[config.mk]
export PLATFORM = sky130hd
export DESIGN_NAME = gradient_magnitude_direction_core_flat
export DESIGN_NICKNAME = d
export VERILOG_FILES = /design/src/hdl/gmd_pkg.sv /design/src/hdl/gmd_grad_if.sv /design/src/hdl/gmd_mag_if.sv /design/src/hdl/gradient_magnitude_direction_core.sv /design/src/hdl/gmd_sqrt_cell.sv /design/src/flat_wrapper.sv
export SDC_FILE = /design/constraint.sdc
export NUM_CORES = 2
export LEC_CHECK = 0
export ABC_AREA = 1
export BUFFER_PORTS_ARGS = -buffer_cell sky130_fd_sc_hd__buf_2
export CORE_MARGIN = 2
export CORE_UTILIZATION = 45
export CTS_BUF_LIST = sky130_fd_sc_hd__clkbuf_8
export CTS_CLUSTER_SIZE = 12
export DETAILED_ROUTE_END_ITERATION = 10
export GPL_TIMING_DRIVEN = 0
export PLACE_DENSITY_LB_ADDON = 0.12
export SLEW_MARGIN = 20
export SYNTH_ARGS = -nofsm -noshare
export SYNTH_HDL_FRONTEND = slang
export SYNTH_SLANG_ARGS = --single-unit
export TNS_END_PERCENT = 10
[constraint.sdc]
create_clock -name i_clk -period 49.2 [get_ports i_clk]
set_input_delay 4.92 -clock i_clk [delete_from_list [all_inputs] [get_ports i_clk]]
set_output_delay 4.92 -clock i_clk [all_outputs]
set_load 0.05 [all_outputs]
[src/hdl/gmd_pkg.sv]
// Shared types and constants for the gradient magnitude and direction core.
// No dependencies; the core and gmd_sqrt_cell refer to this package by scoped names.
package gmd_pkg;

    localparam int unsigned GRAD_BITS_DEF     = 13;
    localparam int unsigned MAG_FRAC_BITS_DEF = 4;

    // Quantized edge direction, folded into [0, 180) degrees.
    typedef enum logic [1:0] {
        DIR_0   = 2'd0,
        DIR_45  = 2'd1,
        DIR_90  = 2'd2,
        DIR_135 = 2'd3
    } t_dir;

    // Control that travels alongside the data through every square root cell.
    typedef struct packed {
        logic valid;
        t_dir dir;
    } t_cell_ctrl;

endpackage

[src/hdl/gmd_grad_if.sv]
// Input channel of the core: one pixel's signed gradient pair with valid/ready.
// Depends on nothing; the width comes from the GRAD_BITS parameter.
interface gmd_grad_if #(
    parameter int unsigned GRAD_BITS = 13
);
    logic                        valid;
    logic                        ready;
    logic signed [GRAD_BITS-1:0] grad_x;
    logic signed [GRAD_BITS-1:0] grad_y;

    modport source (output valid, output grad_x, output grad_y, input ready);
    modport sink   (input valid, input grad_x, input grad_y, output ready);
endinterface

[src/hdl/gmd_mag_if.sv]
// Output channel of the core: gradient magnitude and direction code with valid/ready.
// Depends on nothing; the magnitude width comes from the MAG_BITS parameter.
interface gmd_mag_if #(
    parameter int unsigned MAG_BITS = 17
);
    logic                valid;
    logic                ready;
    logic [MAG_BITS-1:0] grad_magnitude;
    logic [1:0]          direction_code;

    modport source (output valid, output grad_magnitude, output direction_code, input ready);
    modport sink   (input valid, input grad_magnitude, input direction_code, output ready);
endinterface

[src/hdl/gradient_magnitude_direction_core.sv]
// Gradient magnitude and quantized direction for one pixel per transfer.
//
// Input channel i_grad carries the signed horizontal and vertical gradients
// of a pixel; output channel o_res returns floor(2^MAG_FRAC_BITS * sqrt(gx^2+gy^2))
// and a direction code (0, 45, 90 or 135 degrees) for every input transfer, in order.
// Throughput is one pixel per clock cycle unless o_res.ready stalls it. On the path
// from the input transfer to o_res.valid, three front stages take absolute values,
// form the squares and decide the direction, then a row of GRAD_BITS + MAG_FRAC_BITS
// square root cells settles one root bit each, all of them registered in turn.
// All stages move together on one enable. When the receiver holds o_res.ready low
// while a result is waiting, the whole pipeline freezes and i_grad.ready drops in the
// same cycle; empty slots are not filled while the output waits, and the result is
// held stable until taken. Synchronous reset i_rst_n clears all valid bits; no
// result is shown after reset until an input has gone through the pipeline.
// Depends on gmd_pkg, gmd_grad_if, gmd_mag_if and gmd_sqrt_cell.
module gradient_magnitude_direction_core #(
    parameter int unsigned GRAD_BITS     = gmd_pkg::GRAD_BITS_DEF,
    parameter int unsigned MAG_FRAC_BITS = gmd_pkg::MAG_FRAC_BITS_DEF
) (
    input  logic     i_clk,
    input  logic     i_rst_n,
    gmd_grad_if.sink   i_grad,
    gmd_mag_if.source  o_res
);

    localparam int unsigned ROOT_BITS = GRAD_BITS + MAG_FRAC_BITS;
    localparam int unsigned RAD_W     = 2 * ROOT_BITS;
    localparam int unsigned REM_W     = ROOT_BITS + 2;
    localparam int unsigned SQ_W      = 2 * GRAD_BITS;
    localparam int unsigned S2_W      = SQ_W + 2;

    logic w_en;

    // Stage A: magnitudes and sign relation.
    logic                 r_a_valid;
    logic [GRAD_BITS-1:0] r_a_ax, r_a_ay;
    logic                 r_a_same;
    logic [GRAD_BITS-1:0] n_a_ax, n_a_ay;

    // Stage B: squares.
    logic                 r_b_valid;
    logic                 r_b_same, r_b_zero, r_b_gt, r_b_xzero;
    logic [SQ_W-1:0]      r_b_ax2, r_b_ay2, r_b_d2;
    logic [S2_W-1:0]      r_b_s2;
    logic [GRAD_BITS:0]   w_b_sum;
    logic [GRAD_BITS-1:0] w_b_diff;

    // Stage C: radicand and direction.
    gmd_pkg::t_cell_ctrl  r_c_ctrl, n_c_ctrl;
    logic [RAD_W-1:0]     r_c_rad, n_c_rad;
    logic                 r_c_xzero, r_c_yzero;
    logic [SQ_W-1:0]      w_c_sumsq;
    logic [S2_W-1:0]      w_c_two_ax2;

    gmd_pkg::t_cell_ctrl  w_ctrl [0:ROOT_BITS];
    logic [RAD_W-1:0]     w_rad  [0:ROOT_BITS];
    logic [REM_W-1:0]     w_rem  [0:ROOT_BITS];
    logic [ROOT_BITS-1:0] w_root [0:ROOT_BITS];

    // The output stage is the last cell; everything advances when it is empty or taken.
    assign w_en         = !w_ctrl[ROOT_BITS].valid || o_res.ready;
    assign i_grad.ready = w_en;

    always_comb begin
        n_a_ax = i_grad.grad_x[GRAD_BITS-1] ? (~i_grad.grad_x + GRAD_BITS'(1)) : i_grad.grad_x;
        n_a_ay = i_grad.grad_y[GRAD_BITS-1] ? (~i_grad.grad_y + GRAD_BITS'(1)) : i_grad.grad_y;
    end

    always_comb begin
        w_b_sum  = {1'b0, r_a_ax} + {1'b0, r_a_ay};
        w_b_diff = r_a_ay - r_a_ax;
    end

    // Each square is at most 2^(2*GRAD_BITS-2), so the sum fits in SQ_W bits.
    always_comb begin
        w_c_sumsq   = r_b_ax2 + r_b_ay2;
        w_c_two_ax2 = {1'b0, r_b_ax2, 1'b0};
        n_c_rad     = RAD_W'(w_c_sumsq) << (2 * MAG_FRAC_BITS);
        n_c_ctrl.valid = r_b_valid;
        if (r_b_zero || (r_b_s2 < w_c_two_ax2)) begin
            n_c_ctrl.dir = gmd_pkg::DIR_0;
        end else if (r_b_gt && ({2'b00, r_b_d2} > w_c_two_ax2)) begin
            n_c_ctrl.dir = gmd_pkg::DIR_90;
        end else if (r_b_same) begin
            n_c_ctrl.dir = gmd_pkg::DIR_45;
        end else begin
            n_c_ctrl.dir = gmd_pkg::DIR_135;
        end
    end

    always_ff @(posedge i_clk) begin
        if (!i_rst_n) begin
            r_a_valid <= 1'b0;
            r_b_valid <= 1'b0;
            r_c_ctrl  <= '0;
        end else if (w_en) begin
            r_a_valid <= i_grad.valid;
            r_b_valid <= r_a_valid;
            r_c_ctrl  <= n_c_ctrl;
        end
    end

    always_ff @(posedge i_clk) begin
        if (w_en) begin
            r_a_ax    <= n_a_ax;
            r_a_ay    <= n_a_ay;
            r_a_same  <= (i_grad.grad_x[GRAD_BITS-1] == i_grad.grad_y[GRAD_BITS-1]);
            r_b_ax2   <= SQ_W'(r_a_ax) * SQ_W'(r_a_ax);
            r_b_ay2   <= SQ_W'(r_a_ay) * SQ_W'(r_a_ay);
            r_b_s2    <= S2_W'(w_b_sum) * S2_W'(w_b_sum);
            r_b_d2    <= SQ_W'(w_b_diff) * SQ_W'(w_b_diff);
            r_b_gt    <= (r_a_ay > r_a_ax);
            r_b_same  <= r_a_same;
            r_b_zero  <= (r_a_ax == '0) && (r_a_ay == '0);
            r_b_xzero <= (r_a_ax == '0);
            r_c_rad   <= n_c_rad;
            r_c_xzero <= r_b_xzero;
            r_c_yzero <= (r_b_ay2 == '0);
        end
    end

    assign w_ctrl[0] = r_c_ctrl;
    assign w_rad[0]  = r_c_rad;
    assign w_rem[0]  = '0;
    assign w_root[0] = '0;

    for (genvar g = 0; g < ROOT_BITS; g++) begin : g_cell
        gmd_sqrt_cell #(
            .ROOT_BITS (ROOT_BITS)
        ) u_cell (
            .i_clk   (i_clk),
            .i_rst_n (i_rst_n),
            .i_en    (w_en),
            .i_ctrl  (w_ctrl[g]),
            .i_rad   (w_rad[g]),
            .i_rem   (w_rem[g]),
            .i_root  (w_root[g]),
            .o_ctrl  (w_ctrl[g+1]),
            .o_rad   (w_rad[g+1]),
            .o_rem   (w_rem[g+1]),
            .o_root  (w_root[g+1])
        );
    end

    assign o_res.valid          = w_ctrl[ROOT_BITS].valid;
    assign o_res.grad_magnitude = w_root[ROOT_BITS];
    assign o_res.direction_code = w_ctrl[ROOT_BITS].dir;

    // A waiting result must stall the input side.
    a_stall_blocks_input : assert property (@(posedge i_clk) disable iff (!i_rst_n)
        (o_res.valid && !o_res.ready) |-> !i_grad.ready)
        else $error("input accepted while a result waits");

    // A zero magnitude only comes from a zero gradient, which has direction 0.
    a_zero_mag_dir : assert property (@(posedge i_clk) disable iff (!i_rst_n)
        (o_res.valid && (o_res.grad_magnitude == '0)) |->
        (o_res.direction_code == gmd_pkg::DIR_0))
        else $error("zero magnitude with nonzero direction");

    // A purely vertical gradient is binned to 90 degrees.
    a_vertical_dir : assert property (@(posedge i_clk) disable iff (!i_rst_n)
        (r_c_ctrl.valid && r_c_xzero && !r_c_yzero) |-> (r_c_ctrl.dir == gmd_pkg::DIR_90))
        else $error("vertical gradient not binned to 90 degrees");

    // A frozen pipeline keeps its output result.
    a_hold_on_stall : assert property (@(posedge i_clk) disable iff (!i_rst_n)
        (!w_en && !$past(!i_rst_n)) |=> $stable(w_root[ROOT_BITS]))
        else $error("result changed while stalled");

endmodule

[src/hdl/gmd_sqrt_cell.sv]
// One cell of the square root chain: settles one root bit per pass.
// Depends on gmd_pkg for the control struct carried beside the data.
module gmd_sqrt_cell #(
    parameter int unsigned ROOT_BITS = 17
) (
    input  logic                       i_clk,
    input  logic                       i_rst_n,
    input  logic                       i_en,
    input  gmd_pkg::t_cell_ctrl        i_ctrl,
    input  logic [2*ROOT_BITS-1:0]     i_rad,
    input  logic [ROOT_BITS+1:0]       i_rem,
    input  logic [ROOT_BITS-1:0]       i_root,
    output gmd_pkg::t_cell_ctrl        o_ctrl,
    output logic [2*ROOT_BITS-1:0]     o_rad,
    output logic [ROOT_BITS+1:0]       o_rem,
    output logic [ROOT_BITS-1:0]       o_root
);

    localparam int unsigned REM_W = ROOT_BITS + 2;
    localparam int unsigned RAD_W = 2 * ROOT_BITS;

    gmd_pkg::t_cell_ctrl r_ctrl;
    logic [RAD_W-1:0]     r_rad, n_rad;
    logic [REM_W-1:0]     r_rem, n_rem;
    logic [ROOT_BITS-1:0] r_root, n_root;

    logic [REM_W-1:0] w_cand;
    logic [REM_W-1:0] w_trial;
    logic             w_fit;

    // Bring down the next two radicand bits and try the root bit as a one.
    always_comb begin
        w_cand  = {i_rem[REM_W-3:0], i_rad[RAD_W-1:RAD_W-2]};
        w_trial = {i_root, 2'b01};
        w_fit   = (w_cand >= w_trial);
        n_rem   = w_fit ? (w_cand - w_trial) : w_cand;
        n_root  = {i_root[ROOT_BITS-2:0], w_fit};
        n_rad   = {i_rad[RAD_W-3:0], 2'b00};
    end

    always_ff @(posedge i_clk) begin
        if (!i_rst_n) begin
            r_ctrl <= '0;
        end else if (i_en) begin
            r_ctrl <= i_ctrl;
        end
    end

    always_ff @(posedge i_clk) begin
        if (i_en) begin
            r_rad  <= n_rad;
            r_rem  <= n_rem;
            r_root <= n_root;
        end
    end

    assign o_ctrl = r_ctrl;
    assign o_rad  = r_rad;
    assign o_rem  = r_rem;
    assign o_root = r_root;

endmodule

[src/flat_wrapper.sv]
// flat-port wrapper written by rule: the top's interface ports become plain ports
module gradient_magnitude_direction_core_flat 
#(
    parameter int unsigned GRAD_BITS     = gmd_pkg::GRAD_BITS_DEF,
    parameter int unsigned MAG_FRAC_BITS = gmd_pkg::MAG_FRAC_BITS_DEF
)
  (i_clk, i_rst_n, i_grad_valid, i_grad_grad_x, i_grad_grad_y, i_grad_ready, o_res_valid, o_res_grad_magnitude, o_res_direction_code, o_res_ready);
  gmd_grad_if #(.GRAD_BITS(GRAD_BITS)) i_grad_i ();
  gmd_mag_if #(.MAG_BITS((GRAD_BITS + MAG_FRAC_BITS))) o_res_i ();
  input  logic i_clk;
  input  logic i_rst_n;
  input wire logic [$bits(i_grad_i.valid)-1:0] i_grad_valid;
  input wire logic [$bits(i_grad_i.grad_x)-1:0] i_grad_grad_x;
  input wire logic [$bits(i_grad_i.grad_y)-1:0] i_grad_grad_y;
  output wire logic [$bits(i_grad_i.ready)-1:0] i_grad_ready;
  output wire logic [$bits(o_res_i.valid)-1:0] o_res_valid;
  output wire logic [$bits(o_res_i.grad_magnitude)-1:0] o_res_grad_magnitude;
  output wire logic [$bits(o_res_i.direction_code)-1:0] o_res_direction_code;
  input wire logic [$bits(o_res_i.ready)-1:0] o_res_ready;
  assign i_grad_i.valid = i_grad_valid;
  assign i_grad_i.grad_x = i_grad_grad_x;
  assign i_grad_i.grad_y = i_grad_grad_y;
  assign i_grad_ready = i_grad_i.ready;
  assign o_res_valid = o_res_i.valid;
  assign o_res_grad_magnitude = o_res_i.grad_magnitude;
  assign o_res_direction_code = o_res_i.direction_code;
  assign o_res_i.ready = o_res_ready;
  gradient_magnitude_direction_core #(.GRAD_BITS(GRAD_BITS), .MAG_FRAC_BITS(MAG_FRAC_BITS)) u_core (.i_clk(i_clk), .i_rst_n(i_rst_n), .i_grad(i_grad_i), .o_res(o_res_i));
endmodule
==> summary.txt <==
Residual DRC: 0
Routed vias: 42200
Die W: 367 µm
Number of port buffers: 47
Io pins: 51
CTS buffer count: 138
Synth area leader: edfxtp_1
CP max stage delay: 0.43 ns
Initial antenna violation count: 2
Post-synth ARST share: 0
Top cells by area, synth: edfxtp_1 36%, fa_1 14%, ha_1 11%
Largest net degree at the start of global routing: 58
Synth Area per Inst: 9.25 µm²
Share of the synthesized area in the top cell type: 0.363
Status: finished, final reports clean
Initial core utilization: 0.452
Worst-path fanout max: 47
Most used cell, CP: buf_2
Wirelength, routed: 137000 µm
Layout cells sized above 1: 0.0555
Max clock buf depth: 3
Req. time, crit path: 44.28 ns
Fillers: 12600
CP max stage cell: clkbuf_4
Setup Viol. Count Final: 0
CP cell instances: buf_2 > nor2_1 > inv_2 > clkbuf_4 > buf_12 > buf_16 > buf_2
Final slew viol count: 0
Sink Count: 773
MaxCap Viol Count: 0
Nature of the critical path endpoint: primary output
Kind of cell adding the most delay to the critical path: buffers and inverters
Fin util: 0.494
Root Driver: clkbuf_8
Post-synth EDFFs: 717
Total gr overflow: 0
1st-iter DRT viols: 2580
Minimum clock period: 11.81 ns
CP bufs+invs: 6
Height of the die: 367 µm
Vias in the first global route: 42900
Multi-input gate area: 31500 µm²
Setup CP Type: in -> out
Max frequency: 84.7 MHz
Synthesized cell area: 59200 µm²
RD Place Congestion: 0.909
Flops & latches, synth: 773
Critical Path AT: 6.89 ns
Cells after synthesis: 6404
RSZ-0062 raised after global routing: no
Hpwl dp: 110000 µm
NumNets Final: 7596
Clock Latency Late Sink: 0.83 ns
Relative slew slack: 0.361
Row count: 133
Synth cell count leaders: 1228 x inv_1, 1164 x nand2_1, 717 x edfxtp_1
Setup TNS: 0 ns
Yosys warning total: 0
Most numerous cell in the Yosys netlist: inv_1
Core area: 131000 µm²
Post-DRT Antenna Nets: 0
Worst-Margin Slew: 0.955 ns
Postcts setup bufs: 0
Post-cts hold buffer count: 0
First-pass GRT wire length: 224000 µm
Die area: 135000 µm²
CTS tree: built
Post-CTS Resized: 0
CP Launch Type: primary input
Synthesis-to-finish area growth: 9.27%
Period utilization: 0.240
Sequential area share after synthesis: 0.382
H-tree lvl count: 4
Mean number of vias per cell: 4.99
Yosys cell types: 58
Worst min path class: reg -> reg
Clock skew: 0.0428 ns
Synth Flop Type: edfxtp_1
Final hold vios: 0
Reg clk slew, reported paths: 0.06 ns
DR pass1 iterations: 8
Register area: 22700 µm²
Total track usage: 0.208
Avg WL per Cell: 16.2 µm
## area by class of cell
type / count / share of cell area
multi-input cells: 4295 / 0.486
flip-flops and latches: 773 / 0.350
inverters: 1252 / 0.0727
well taps: 1755 / 0.0339
clock buffers: 143 / 0.0304
clock inverters: 97 / 0.0109
repair buffers: 62 / 0.00932
plain buffers: 85 / 0.00644
diodes: 2 / 0.0000773
## stage by stage
stage | cell area (µm²) | hold slack (ns) | std cells | worst slack [ns]
after floorplan | 59200 | 0.400 | 6405 | 19.31
after detailed placement | 62000 | 0.405 | 8222 | 37.36
after global routing | 64700 | 0.382 | 8464 | 37.21
after global placement | 61700 | 0.401 | 8207 | 8.36
after CTS | 64700 | 0.366 | 8462 | 37.35
final | 64700 | 0.387 | 8464 | 37.39
## cells in the final DEF, fill, tap and decap left out, drive strengths merged, types with 3 or more instances in the layout
cell type and count:
a211oi 13, a21boi 11, a21o 35, a21oi 331, a31oi 29, and2 3
and3 5, buf 92, bufinv 5, clkbuf 198, clkinv 41, clkinvlp 3
dfxtp 56, edfxtp 717, fa 415, ha 544, inv 1300, nand2 1177
nand3 251, nand3b 17, nand4 52, nor2 613, nor3 81, nor4 30
o211ai 5, o21a 7, o21ai 286, o21bai 35, o31ai 6, or2 27
xnor2 105, xor2 206
## logic make-up after synthesis
kind of cell	Yosys count	share of synthesized area
and+or+nand+nor	2260	0.158
other	1	0.0000633
AOI/OAI and AO/OA	762	0.0707
muxes	1	0.000190
DFF	773	0.382
adders and majority gates	959	0.255
buffers and inverters	1337	0.0864
xor gates and xnor gates	311	0.0467
## routing by layer
layer / vias to the layer above / routed length (µm) / share of wire / global-route usage
met5: - / 0 / 0 / 0
met4: 0 / 5070 / 0.037 / 0.0830
met2: 813 / 66200 / 0.48 / 0.355
met3: 208 / 5020 / 0.037 / 0.0280
li1: 21100 / - / - / -
met1: 20100 / 60700 / 0.44 / 0.267
## path summary, 6_finish.rpt
kind                      start                                 to  slack [ns]  depth (start not counted)
max                 o_res_ready                       i_grad_ready       37.39                          7
min          u_core.r_c_rad[31]  u_core.g_cell[0].u_cell.o_rad[33]        0.39                          0
max reg2reg    u_core.r_a_ax[4]                  u_core.r_b_s2[19]       40.84                         33
min reg2reg  u_core.r_c_rad[31]  u_core.g_cell[0].u_cell.o_rad[33]        0.39                          0
## sequential cells by signal, indices dropped and copies added, names as in the netlist, 13 cells and up
| signal | count |
|---|---|
| u_core.r_a_ax | 13 |
| u_core.r_b_d2 | 25 |
| u_core.g_cell.u_cell.o_ctrl | 51 |
| u_core.r_c_rad | 26 |
| u_core.r_b_ax2 | 25 |
| u_core.r_a_ay | 13 |
| u_core.g_cell.u_cell.o_root | 153 |
| u_core.g_cell.u_cell.o_rad | 156 |
| u_core.r_b_s2 | 26 |
| u_core.g_cell.u_cell.o_rem | 251 |
| u_core.r_b_ay2 | 25 |
## worst reg2reg max path: cells and delay by family, from the launching register on
kind                       cells  cell delay (ns)
adders and majority gates      8             3.89
and+or+nand+nor               13             1.63
buffers and inverters         10             1.60
DFF                            1             0.52
AOI/OAI and AO/OA              1             0.26
xor gates and xnor gates       1             0.16
Power is left out: the tool's default activity adds up to more than one toggle a clock period on the data nets, which glitch-free logic cannot reach.
